===== src/design/assert_macros.svh =====
// assertion helpers used by the top-level design file
`ifndef ASSERT_MACROS_SVH
`define ASSERT_MACROS_SVH

// checked only while out of reset
`define SLPG_ASSERT(label, clk, rst_n, prop, msg) \
  label: assert property (@(posedge clk) disable iff (!rst_n) prop) else $error(msg);

// checked at every edge, reset included
`define SLPG_ASSERT_ALWAYS(label, clk, prop, msg) \
  label: assert property (@(posedge clk) prop) else $error(msg);

`endif


===== src/design/slpg_pkg.sv =====
package slpg_pkg;

  localparam int COORD_BITS    = 11;
  localparam int SIZE_BITS     = 12;
  localparam int MODE_BITS     = 6;
  localparam int DEPTH_BITS    = 4;
  localparam int GRAY_BITS     = SIZE_BITS + 1;
  localparam int FRINGE_PERIOD = 30;
  localparam int PHASE_STEP    = FRINGE_PERIOD / 3;
  localparam int IDX_BITS      = $clog2(FRINGE_PERIOD);

  // configuration register indexes
  localparam logic [1:0] CFG_MODE   = 2'd0;
  localparam logic [1:0] CFG_WIDTH  = 2'd1;
  localparam logic [1:0] CFG_HEIGHT = 2'd2;

  // pattern mode codes
  localparam logic [MODE_BITS-1:0] MODE_HFRINGE_LAST = 6'd2;
  localparam logic [MODE_BITS-1:0] MODE_VFRINGE_0    = 6'd3;
  localparam logic [MODE_BITS-1:0] MODE_VFRINGE_LAST = 6'd5;
  localparam logic [MODE_BITS-1:0] MODE_HCENTER      = 6'd6;
  localparam logic [MODE_BITS-1:0] MODE_VCENTER      = 6'd7;
  localparam logic [MODE_BITS-1:0] MODE_BLACK        = 6'd8;
  localparam logic [MODE_BITS-1:0] MODE_RGBH         = 6'd9;
  localparam logic [MODE_BITS-1:0] MODE_RGBV         = 6'd10;
  localparam logic [MODE_BITS-1:0] MODE_GRAYH_0      = 6'd12;
  localparam logic [MODE_BITS-1:0] MODE_GRAYH_LAST   = 6'd21;
  localparam logic [MODE_BITS-1:0] MODE_GRAYV_0      = 6'd22;
  localparam logic [MODE_BITS-1:0] MODE_GRAYV_LAST   = 6'd31;

  localparam logic [SIZE_BITS-1:0]  RESET_WIDTH  = 12'd608;
  localparam logic [SIZE_BITS-1:0]  RESET_HEIGHT = 12'd684;
  localparam logic [DEPTH_BITS-1:0] DEPTH_MAX    = 4'(SIZE_BITS);

  localparam logic [7:0] LEVEL_ON  = 8'd255;
  localparam logic [7:0] LEVEL_OFF = 8'd0;

  // floor(127.5 * (1 + cos(2*pi*n/30)))
  localparam logic [7:0] COS_LUT [FRINGE_PERIOD] = '{
    8'd255, 8'd252, 8'd243, 8'd230, 8'd212, 8'd191, 8'd166, 8'd140, 8'd114, 8'd88,
    8'd63,  8'd42,  8'd24,  8'd11,  8'd2,   8'd0,   8'd2,   8'd11,  8'd24,  8'd42,
    8'd63,  8'd88,  8'd114, 8'd140, 8'd166, 8'd191, 8'd212, 8'd230, 8'd243, 8'd252
  };

  typedef struct packed {
    logic [DEPTH_BITS-1:0] depth;
    logic [SIZE_BITS-1:0]  offset;
  } gray_cfg_t;

endpackage


===== src/design/structured_light_pattern_generator.sv =====
// channel  dir  signals                    word layout (lsb first)
// in_      in   tvalid tready tdata[23:0]  pixel_x[10:0] pixel_y[21:11]
// out_     out  tvalid tready tdata[23:0]  red[7:0] green[15:8] blue[23:16]
// cfg_     in   we index[1:0] data[11:0]   0 pattern_mode, 1 screen_width, 2 screen_height
//
// one word per cycle while the output is ready; an input register, then
// the fringe table lookup or gray plane select, then the output register.
// a stalled output holds both stages; in_tready drops only when both are full.
// rst_n is synchronous; it clears the valid flags and reloads the configuration registers.
// derived gray depth and centering offsets are updated on the cfg write itself.
module structured_light_pattern_generator (
  input  logic        clk,
  input  logic        rst_n,
  input  logic        in_tvalid,
  output logic        in_tready,
  input  logic [23:0] in_tdata,   // pixel_x, pixel_y
  output logic        out_tvalid,
  input  logic        out_tready,
  output logic [23:0] out_tdata,  // red, green, blue
  input  logic        cfg_we,
  input  logic [1:0]  cfg_index,
  input  logic [11:0] cfg_data
);
  import slpg_pkg::*;

  `include "assert_macros.svh"

  function automatic logic [DEPTH_BITS-1:0] code_depth(
    input logic [SIZE_BITS-1:0] w,
    input logic [SIZE_BITS-1:0] h
  );
    logic [SIZE_BITS-1:0]  m;
    logic [SIZE_BITS-1:0]  v;
    logic [DEPTH_BITS-1:0] d;
    m = (w > h) ? w : h;
    v = m - SIZE_BITS'(1);
    d = '0;
    if (m > SIZE_BITS'(1)) begin
      for (int i = 0; i < SIZE_BITS; i++) begin
        if (v[i]) d = DEPTH_BITS'(i + 1);
      end
    end
    return d;
  endfunction

  function automatic logic [SIZE_BITS-1:0] center_offset(
    input logic [DEPTH_BITS-1:0] d,
    input logic [SIZE_BITS-1:0]  size
  );
    logic [GRAY_BITS-1:0] full;
    logic [GRAY_BITS-1:0] diff;
    full = GRAY_BITS'(1) << d;
    diff = full - GRAY_BITS'(size);
    return diff[GRAY_BITS-1:1];
  endfunction

  // configuration
  logic [MODE_BITS-1:0]  mode_r, mode_nxt;
  logic [SIZE_BITS-1:0]  width_r, width_nxt;
  logic [SIZE_BITS-1:0]  height_r, height_nxt;
  logic [DEPTH_BITS-1:0] depth_r, depth_nxt;
  logic [SIZE_BITS-1:0]  off_h_r, off_v_r;

  always_comb begin
    mode_nxt   = mode_r;
    width_nxt  = width_r;
    height_nxt = height_r;
    if (cfg_we) begin
      unique case (cfg_index)
        CFG_MODE:   mode_nxt   = cfg_data[MODE_BITS-1:0];
        CFG_WIDTH:  width_nxt  = cfg_data;
        CFG_HEIGHT: height_nxt = cfg_data;
        default: ;
      endcase
    end
    depth_nxt = code_depth(width_nxt, height_nxt);
  end

  always_ff @(posedge clk) begin
    if (!rst_n) begin
      mode_r   <= '0;
      width_r  <= RESET_WIDTH;
      height_r <= RESET_HEIGHT;
      depth_r  <= code_depth(RESET_WIDTH, RESET_HEIGHT);
      off_h_r  <= center_offset(code_depth(RESET_WIDTH, RESET_HEIGHT), RESET_HEIGHT);
      off_v_r  <= center_offset(code_depth(RESET_WIDTH, RESET_HEIGHT), RESET_WIDTH);
    end else begin
      mode_r   <= mode_nxt;
      width_r  <= width_nxt;
      height_r <= height_nxt;
      depth_r  <= depth_nxt;
      off_h_r  <= center_offset(depth_nxt, height_nxt);
      off_v_r  <= center_offset(depth_nxt, width_nxt);
    end
  end

  // pipeline control
  logic                  s1_valid_r;
  logic [COORD_BITS-1:0] s1_x_r, s1_y_r;
  logic                  out_valid_r;
  logic [23:0]           out_rgb_r, out_rgb_nxt;
  logic                  advance;

  assign advance    = !out_valid_r || out_tready;
  assign in_tready  = !s1_valid_r || advance;
  assign out_tvalid = out_valid_r;
  assign out_tdata  = out_rgb_r;

  always_ff @(posedge clk) begin
    if (!rst_n) begin
      s1_valid_r  <= 1'b0;
      out_valid_r <= 1'b0;
    end else begin
      if (in_tready) s1_valid_r <= in_tvalid;
      if (advance) out_valid_r <= s1_valid_r;
    end
  end

  always_ff @(posedge clk) begin
    if (in_tready && in_tvalid) begin
      s1_x_r <= in_tdata[COORD_BITS-1:0];
      s1_y_r <= in_tdata[2*COORD_BITS-1:COORD_BITS];
    end
    if (advance && s1_valid_r) out_rgb_r <= out_rgb_nxt;
  end

  // pattern datapath
  logic                  fringe_on_y;
  logic [COORD_BITS-1:0] fringe_coord;
  logic [2:0][7:0]       fringe_level;
  logic [1:0]            phase;
  logic                  gray_vert;
  gray_cfg_t             gray_cfg;
  logic [MODE_BITS-1:0]  plane_full;
  logic                  gray_lit;
  logic [7:0]            lvl;

  assign fringe_on_y  = (mode_r <= MODE_HFRINGE_LAST) || (mode_r == MODE_RGBH);
  assign fringe_coord = fringe_on_y ? s1_y_r : s1_x_r;
  assign phase        = (mode_r <= MODE_HFRINGE_LAST) ? mode_r[1:0]
                                                      : 2'(mode_r - MODE_VFRINGE_0);

  slpg_fringe u_fringe (
    .coord (fringe_coord),
    .level (fringe_level)
  );

  assign gray_vert       = mode_r >= MODE_GRAYV_0;
  assign gray_cfg.depth  = depth_r;
  assign gray_cfg.offset = gray_vert ? off_v_r : off_h_r;
  assign plane_full      = gray_vert ? (mode_r - MODE_GRAYV_0) : (mode_r - MODE_GRAYH_0);

  slpg_gray u_gray (
    .coord (gray_vert ? s1_x_r : s1_y_r),
    .cfg   (gray_cfg),
    .plane (plane_full[3:0]),
    .lit   (gray_lit)
  );

  always_comb begin
    lvl         = LEVEL_ON;
    out_rgb_nxt = '0;
    priority if (mode_r <= MODE_VFRINGE_LAST) begin
      lvl = fringe_level[phase];
    end else if (mode_r == MODE_HCENTER) begin
      lvl = (SIZE_BITS'(s1_y_r) == (height_r >> 1)) ? LEVEL_ON : LEVEL_OFF;
    end else if (mode_r == MODE_VCENTER) begin
      lvl = (SIZE_BITS'(s1_x_r) == (width_r >> 1)) ? LEVEL_ON : LEVEL_OFF;
    end else if (mode_r == MODE_BLACK) begin
      lvl = LEVEL_OFF;
    end else if (mode_r >= MODE_GRAYH_0 && mode_r <= MODE_GRAYV_LAST) begin
      lvl = gray_lit ? LEVEL_ON : LEVEL_OFF;
    end else begin
      lvl = LEVEL_ON;
    end
    if (mode_r == MODE_RGBH || mode_r == MODE_RGBV) begin
      out_rgb_nxt = {fringe_level[2], fringe_level[1], fringe_level[0]};
    end else begin
      out_rgb_nxt = {lvl, lvl, lvl};
    end
  end

  `SLPG_ASSERT(a_mono_channels, clk, rst_n,
    out_valid_r && mode_r != MODE_RGBH && mode_r != MODE_RGBV |->
      out_rgb_r[7:0] == out_rgb_r[15:8] && out_rgb_r[15:8] == out_rgb_r[23:16],
    "single-channel pattern produced unequal channels")
  `SLPG_ASSERT(a_stage_holds, clk, rst_n,
    s1_valid_r && !advance |=> s1_valid_r,
    "input stage dropped a word while the output was stalled")
  `SLPG_ASSERT(a_accept_loads, clk, rst_n,
    in_tvalid && in_tready |=> s1_valid_r,
    "accepted word did not reach the input stage")
  `SLPG_ASSERT(a_depth_range, clk, rst_n,
    depth_r <= DEPTH_MAX,
    "gray code depth out of range")
  `SLPG_ASSERT_ALWAYS(a_reset_empty, clk,
    !rst_n |=> !out_valid_r && !s1_valid_r,
    "pipeline not empty after reset")

endmodule


===== src/design/slpg_fringe.sv =====
module slpg_fringe (
  input  logic [slpg_pkg::COORD_BITS-1:0] coord,
  output logic [2:0][7:0]                 level
);
  import slpg_pkg::*;

  localparam int RECIP_SHIFT = 17;
  localparam int RECIP       = (1 << RECIP_SHIFT) / FRINGE_PERIOD + 1;
  localparam int RECIP_BITS  = $clog2(RECIP + 1);
  localparam int PROD_BITS   = COORD_BITS + RECIP_BITS;

  logic [PROD_BITS-1:0]   prod;
  logic [COORD_BITS-1:0]  quot;
  logic [COORD_BITS-1:0]  rem_full;
  logic [IDX_BITS-1:0]    rem;

  // coord mod period by reciprocal multiply, exact over the coordinate range
  assign prod     = PROD_BITS'(coord) * PROD_BITS'(RECIP);
  assign quot     = COORD_BITS'(prod >> RECIP_SHIFT);
  assign rem_full = coord - COORD_BITS'(quot * COORD_BITS'(FRINGE_PERIOD));
  assign rem      = rem_full[IDX_BITS-1:0];

  always_comb begin
    logic [IDX_BITS:0] idx;
    for (int p = 0; p < 3; p++) begin
      idx = {1'b0, rem} + (IDX_BITS+1)'(p * PHASE_STEP);
      if (idx >= (IDX_BITS+1)'(FRINGE_PERIOD)) begin
        idx = idx - (IDX_BITS+1)'(FRINGE_PERIOD);
      end
      level[p] = COS_LUT[idx[IDX_BITS-1:0]];
    end
  end

endmodule


===== src/design/slpg_gray.sv =====
module slpg_gray (
  input  logic [slpg_pkg::COORD_BITS-1:0] coord,
  input  slpg_pkg::gray_cfg_t             cfg,
  input  logic [3:0]                      plane,
  output logic                            lit
);
  import slpg_pkg::*;

  logic [GRAY_BITS-1:0]  c;
  logic [GRAY_BITS-1:0]  g;
  logic [DEPTH_BITS-1:0] bit_sel;
  logic                  too_deep;

  assign c        = GRAY_BITS'(coord) + GRAY_BITS'(cfg.offset);
  assign g        = c ^ (c >> 1);
  assign too_deep = {1'b0, plane} >= {1'b0, cfg.depth};
  // plane 0 is the most significant code bit
  assign bit_sel  = cfg.depth - DEPTH_BITS'(1) - plane;
  assign lit      = too_deep ? 1'b0 : g[bit_sel];

endmodule


===== config.mk =====
export PLATFORM = sky130hd
export DESIGN_NAME = structured_light_pattern_generator
export DESIGN_NICKNAME = d
export VERILOG_FILES = /design/src/design/slpg_pkg.sv /design/src/design/structured_light_pattern_generator.sv /design/src/design/slpg_fringe.sv /design/src/design/slpg_gray.sv
export VERILOG_INCLUDE_DIRS = /design/src /design/src/design
export SDC_FILE = /design/constraint.sdc
export NUM_CORES = 1
export LEC_CHECK = 0
export ABC_AREA = 1
export BUFFER_PORTS_ARGS = -buffer_cell sky130_fd_sc_hd__buf_2
export CAP_MARGIN = 20
export CELL_PAD_IN_SITES_DETAIL_PLACEMENT = 0
export CELL_PAD_IN_SITES_GLOBAL_PLACEMENT = 1
export CORE_ASPECT_RATIO = 0.6
export CORE_MARGIN = 3
export CORE_UTILIZATION = 40
export CTS_BUF_LIST = sky130_fd_sc_hd__clkbuf_8
export CTS_CLUSTER_DIAMETER = 80
export DETAILED_ROUTE_END_ITERATION = 12
export PLACE_DENSITY_LB_ADDON = 0.1
export SLEW_MARGIN = 20
export SYNTH_ARGS = -nofsm -noshare
export SYNTH_HDL_FRONTEND = slang
export SYNTH_HIERARCHICAL = 1
export SYNTH_SLANG_ARGS = --single-unit

===== constraint.sdc =====
create_clock -name clk -period 11.1 [get_ports clk]
set_input_delay 2.22 -clock clk [delete_from_list [all_inputs] [get_ports clk]]
set_output_delay 2.22 -clock clk [all_outputs]
set_load 0.005 [all_outputs]

**Word level (Yosys, flattened, before mapping)**

Memory sizes are Yosys's and may differ from the RTL's.
Cells that the tools add are included.

- Multiplexer cells: 46
- Bitwise operators: 4
- Multipliers: 2
- Shifts and indexed selects: 1
- Add/sub/neg operators: 15
- Equal/unequal tests: 9
- Magnitude comparators: 16
- Reduce and logical (&&, ||, !) cells: 11

Operators with widths:

| cell | count |
|---|---|
| 2-to-1 mux 8 bit | 15 |
| 2-to-1 mux 12 bit | 6 |
| 2-to-1 mux 4 bit | 13 |
| subtractor 13 x 12 -> 13 bit | 2 |
| 2-to-1 mux 24 bit | 1 |
| multiplier 11 x 12 -> 23 bit, second input constant | 1 |
| equality test 11 bit | 2 |
| 2-to-1 mux 11 bit | 2 |
| equality test 6 x 4 -> 1 bit, second input constant | 3 |
| >= comparator 6 x 5 -> 1 bit, second input constant | 3 |
| >= comparator 6 bit, second input constant | 3 |
| NOT 5 -> 6 bit | 3 |
| binary-select mux 8 bit (select 2 bit) | 1 |
| 2-to-1 mux 5 bit | 3 |
| subtractor 5 bit, second input constant | 3 |
| adder 11 x 12 -> 13 bit | 1 |
| left shift 1 x 4 -> 13 bit, first input constant | 1 |
| XOR 13 x 12 -> 13 bit | 1 |
| equality test 6 x 3 -> 1 bit, second input constant | 2 |
| greater-than comparator 12 x 1 -> 1 bit, second input constant | 1 |
| greater-than comparator 12 bit | 1 |
| subtractor 12 x 1 -> 12 bit, second input constant | 1 |
| multiplier 7 x 4 -> 4 bit, second input constant | 1 |
| adder 5 x 4 -> 6 bit, second input constant | 1 |
| other kinds (25) | 33 |

- Output and inout port bits: 26
- ROM bits: 768
- Memories kept: 3
- Register bits: 106
- Input port bits: 43

Memory list:

| memory | words | width | read ports | clocked after memory_dff | wr ports | line | RTL |
|---|---|---|---|---|---|---|---|
| (no name shown) | 32 | 8 | 1 | 0 | 0 | slpg_fringe.sv:30 | `level[p] = COS_LUT[idx[IDX_BITS-1:0]];` |
| (no name shown) | 32 | 8 | 1 | 0 | 0 | slpg_fringe.sv:30 |  |
| (no name shown) | 32 | 8 | 1 | 0 | 0 | slpg_fringe.sv:30 |  |

**Depth between registers and ports, before layout**

- Word-level depth: 21
- Mapped depth: 57
- Gate-level depth less buffers: 56

**Modules after synthesis**

The synthesis kept the hierarchy.

Modules (own cells, without submodules):

| module | times used | area each (um^2) | cells each |
|---|---|---|---|
| structured_light_pattern_generator | 1 | 7278.2 | 986 |
| slpg_fringe | 1 | 2882.8 | 455 |
| slpg_gray | 1 | 1146.1 | 212 |

**Worst setup path before layout**

No wires, ideal clock.

- Path type: register to register
- From: reg mode_r[0]
- To: reg out_rgb_r[0], in the netlist out_tdata[0], data pin
- Cell stages (with the launch flop): 50
- Path slack: 2181 ps
- Required time: 10834 ps
- Data arrival time: 8653 ps
- Clock period less this slack: 8919 ps
- Cell sequence: dfxtp_1 inv_1 ha_1 inv_1 o21ai_0 nand2_1 nand2_1 clkbuf_1 o21ai_0 inv_1 fa_1 inv_1 ha_1 ha_1 nand2_1 nand2_1 a21oi_1 a21oi_1 [... 14 more ...] nand2_1 nand2_1 o21ai_0 inv_1 nand2_1 xor2_1 inv_1 ha_1 o21ai_0 o21ai_0 nand3_1 nand2_1 inv_1 o22ai_1 nand2_1 nand2_1 nand2_1 o21ai_0

RTL lines:

| item | line | RTL |
|---|---|---|
| start, declared | structured_light_pattern_generator.sv:58 | `logic [MODE_BITS-1:0] mode_r, mode_nxt;` |
| start signal, assigned | structured_light_pattern_generator.sv:88 | `mode_r <= mode_nxt;` |
| end signal, assigned | structured_light_pattern_generator.sv:124 | `if (advance && s1_valid_r) out_rgb_r <= out_rgb_nxt;` |
| end, declared | structured_light_pattern_generator.sv:101 | `logic [23:0] out_rgb_r, out_rgb_nxt;` |

==> run summary <==
The share of synthesized area spent on multiplexers came out at 0.00443. Clock root buffer: sky130_fd_sc_hd__clkbuf_8. Dividing the detail-routed wire length by the instance count gives 17.4 µm.

Portion of the clock cycle consumed by the worst path in the final layout: 0.905. The logs give 36200 µm for the aggregate routed wire length and 69 for the number of top-level pins. Via count of the first global-routing pass: 9512.

During synthesis, Yosys emitted a total of 6 warnings. Synthesis produced a netlist with a net count of 1845. After filler insertion, the fill cell instance count of the layout stands at 2843. For this run, the leading register cell type out of synthesis is sky130_fd_sc_hd__dfxtp_1.

The worst hold path passes through 2 cells. The netlist uses 58 different library cells. In this run the post-CTS setup repair buffer count came out at 0. The setup skew after layout is 0.0278 ns, and the post-synthesis adder-cell area fraction is 0.173. The number of search-and-repair iterations in the first detailed-routing pass is 5.

The floorplan step defined a die boundary enclosing 0.0304 mm². The number of antenna violations at the first check in global routing was 0. The placeable core region is 0.0271 mm². Detailed routing inserted a total of 10647 vias. The clock period minus final worst setup slack came out at 10.05 ns. Ratio of cells with drive above 1 in the final layout: 0.124.

STA classifies the critical path startpoint as a flop. In the post-synthesis netlist, the biggest area contributors are sky130_fd_sc_hd__ha_1, sky130_fd_sc_hd__nand2_1, sky130_fd_sc_hd__edfxtp_1, sky130_fd_sc_hd__dfxtp_1, sky130_fd_sc_hd__inv_1. The maximum fanout along the worst path was 22; the final count of hold timing violations was 0. CTS built an H-tree with a depth of 3. The number of enable-type register cells in the synthesized netlist is 46.

The floorplan step set the die width to 223 µm. The first global-routing pass estimated 55600 µm of wire. Static timing analysis puts the maximum clock frequency at 99.5 MHz.

The synthesized design spends more area on one cell type than any other, namely sky130_fd_sc_hd__ha_1. Synthesized-area fraction occupied by and/or/nand/nor cells: 0.326. The startpoint identified for the worst hold timing path is s1_valid_r.

STA puts the critical path data arrival time at 10.28 ns. In this run the tool buffered the top-level ports with 66 buffer cells. The aggregate negative setup slack was 0 ns; the synthesized instance count was 1653.

STA classifies the critical path endpoint as a flop. The number of max-slew violations in the final report was 0; the synthesized-area fraction occupied by ao, oa, aoi and oai cells was 0.135. The category of cells accounting for the largest share of critical-path delay is adder cells.

The logs give 0.228 for the post-synthesis sequential area ratio and 9 for the number of buffers inserted during clock tree synthesis. Setup repair after global routing left no endpoint under its margin. For hold timing, the worst endpoint is out_tvalid. In this run the critical register-to-register path is launched from mode_r[0]. The later pin in the worst-skew pair is clocked with a latency of 0.43 ns. The congestion estimate from routability-driven global placement came to 0.932.

The number of cells on the worst reg-to-reg path is 47. The antenna diode count came out at 0. The flow ran to the end, and the final reports show no timing, DRC or antenna violations. Setup violations remaining at the end of the flow were counted as 0.

DRC violations left: 0. The global-route usage over all layers was 0.240; the XOR/XNOR share of the synthesized area was 0.0310. At the pin with the least slew margin, the transition time is 1.00 ns. The worst register-to-register path has a setup slack of 1.05 ns. The post-synthesis async set-or-reset flop share is 0. The most frequent standard cell in the layout excluding fill and tap cells is sky130_fd_sc_hd__nand2_1.

The floorplan step set the die height to 136 µm. The mapped netlist covers 0.0113 mm². The endpoint identified for the worst register-to-register timing path is out_tdata[17].

The dominant combinational cell family by area after synthesis was simple AND/OR/NAND/NOR gates. At the worst endpoint, the required time is 11.33 ns. After global routing the overflow that remains totals 0. TritonCTS built the clock tree. The largest individual stage delay along the critical path comes from the cell sky130_fd_sc_hd__o21ai_0. Clock-pin slew was measured on the worst setup and hold paths at 0.12 ns. The count of nets left with antenna violations once routing finished came out at 0. The hold-fix buffer count after cts came out at 0.

The portion of synthesized cell area occupied by the leading cell type was 0.152; the minimum setup slack after placement was 1.18 ns. The number of clock sinks is 106, and the number of buffers between clock root and the deepest sink is 2. The vias per cell is 5.13.

In this run the worst hold path is classified as reg2reg. The top cell types in the final layout, fill and taps aside, are sky130_fd_sc_hd__nand2_1, sky130_fd_sc_hd__inv_1, sky130_fd_sc_hd__ha_1, sky130_fd_sc_hd__nand3_1, sky130_fd_sc_hd__o21ai_0. Summed over all nets, the half-perimeter wirelength after detailed placement is 30400 µm. The count of cell instances traversed by the critical path was 47.

The initial core utilization was 0.417; the max-cap violation count was 0. Site row count: 46. The pin count of the biggest net entering global routing was 41.

The critical path in this run is classified as reg2reg. Synthesized flop and latch total: 106. In this design, the stage delay of the slowest critical-path cell is 0.73 ns. The area growth from synthesis to layout is 7.98%. The final layout contains 1902 nets. In this run the mean area of a mapped cell was 6.84 µm². The tools report the final setup slack of the worst path as 1.05 ns.

The worst slew slack as a fraction of its limit was 0.331. The number of gates resized after CTS was 0. The buffers plus inverters on the worst setup path works out to 10. The tools report the number of violations reported at the end of detailed-routing iteration 0 as 995.
-- Yosys cell counts (all sizes together) (13+ instances only) --
| cell | n |
|---|---|
| nand2 | 485 |
| nor2 | 104 |
| nand4 | 13 |
| a21oi | 72 |
| nand3 | 149 |
| buf | 17 |
| clkbuf | 13 |
| inv | 262 |
| o21ai | 146 |
| ha | 137 |
| edfxtp | 46 |
| dfxtp | 60 |
| xor2 | 29 |
| nor3 | 20 |
| or2 | 15 |
-- tightest hold or removal path, stage by stage (launching register included) --
cell	delay [ns]
sky130_fd_sc_hd__dfxtp_1	0.32
sky130_fd_sc_hd__inv_1	0.08
sky130_fd_sc_hd__a21oi_1	0.07
-- sequential cells by signal (all words and copies together) (netlist names) --
| register | flops |
|---|---|
| depth_r | 4 |
| out_tdata | 24 |
| s1_valid_r | 1 |
| height_r | 12 |
| mode_r | 6 |
| off_h_r | 12 |
| width_r | 12 |
| s1_y_r | 11 |
| s1_x_r | 11 |
| out_tvalid | 1 |
| off_v_r | 12 |
-- through the flow --
stage | utilization | hold WS, ns | cell area (µm²) | instances
after floorplan | - | 0.451 | 11300 | 1653
final | 0.450 | 0.512 | 12200 | 2075
after global routing | 0.450 | 0.546 | 12200 | 2075
after global placement | 0.442 | 0.479 | 12000 | 2059
after CTS | 0.450 | 0.511 | 12200 | 2075
after detailed placement | 0.442 | 0.498 | 12000 | 2059
-- worst max-delay path by stage --
stage / start / to / slack (ns)
2_1_floorplan: mode_r[0] / out_tdata[0] / 2.18
3_5_place_dp: mode_r[0] / out_tdata[9] / 1.18
6_report: mode_r[0] / out_tdata[17] / 1.05
4_1_cts: mode_r[0] / out_tdata[9] / 1.09
3_3_place_gp: mode_r[0] / out_tdata[17] / 1.36
5_1_grt: mode_r[0] / out_tdata[8] / 0.15
-- layout make-up --
| type | instances | area (µm²) | area share |
|---|---|---|---|
| multi-input combinational | 1255 | 7570 | 0.620 |
| tap | 360 | 450 | 0.0369 |
| sequential | 106 | 2580 | 0.212 |
| clock inverter | 7 | 95.1 | 0.00779 |
| timing repair buffer | 76 | 405 | 0.0332 |
| inverter | 262 | 986 | 0.0808 |
| clock buffer | 9 | 124 | 0.0101 |
-- cell families (layout without fill, tap and decap cells) --
group,Yosys count,in the layout
AOI/OAI and AO/OA,260,260
xor gates and xnor gates,40,40
adders and majority gates,149,149
buffers and inverters,292,354
DFF,106,106
muxes,5,5
and+or+nand+nor,801,801
-- routing by layer --
layer | vias up | part of all wire | GRT usage
met5 | - | 0 | 0
met4 | 0 | 0.0049 | 0.0307
met3 | 9 | 0.094 | 0.0708
met2 | 323 | 0.32 | 0.278
met1 | 4825 | 0.58 | 0.414
li1 | 5490 | - | -
Power is not shown: default switching activity piles up to over one toggle a cycle in this logic, so the estimate is an artifact.
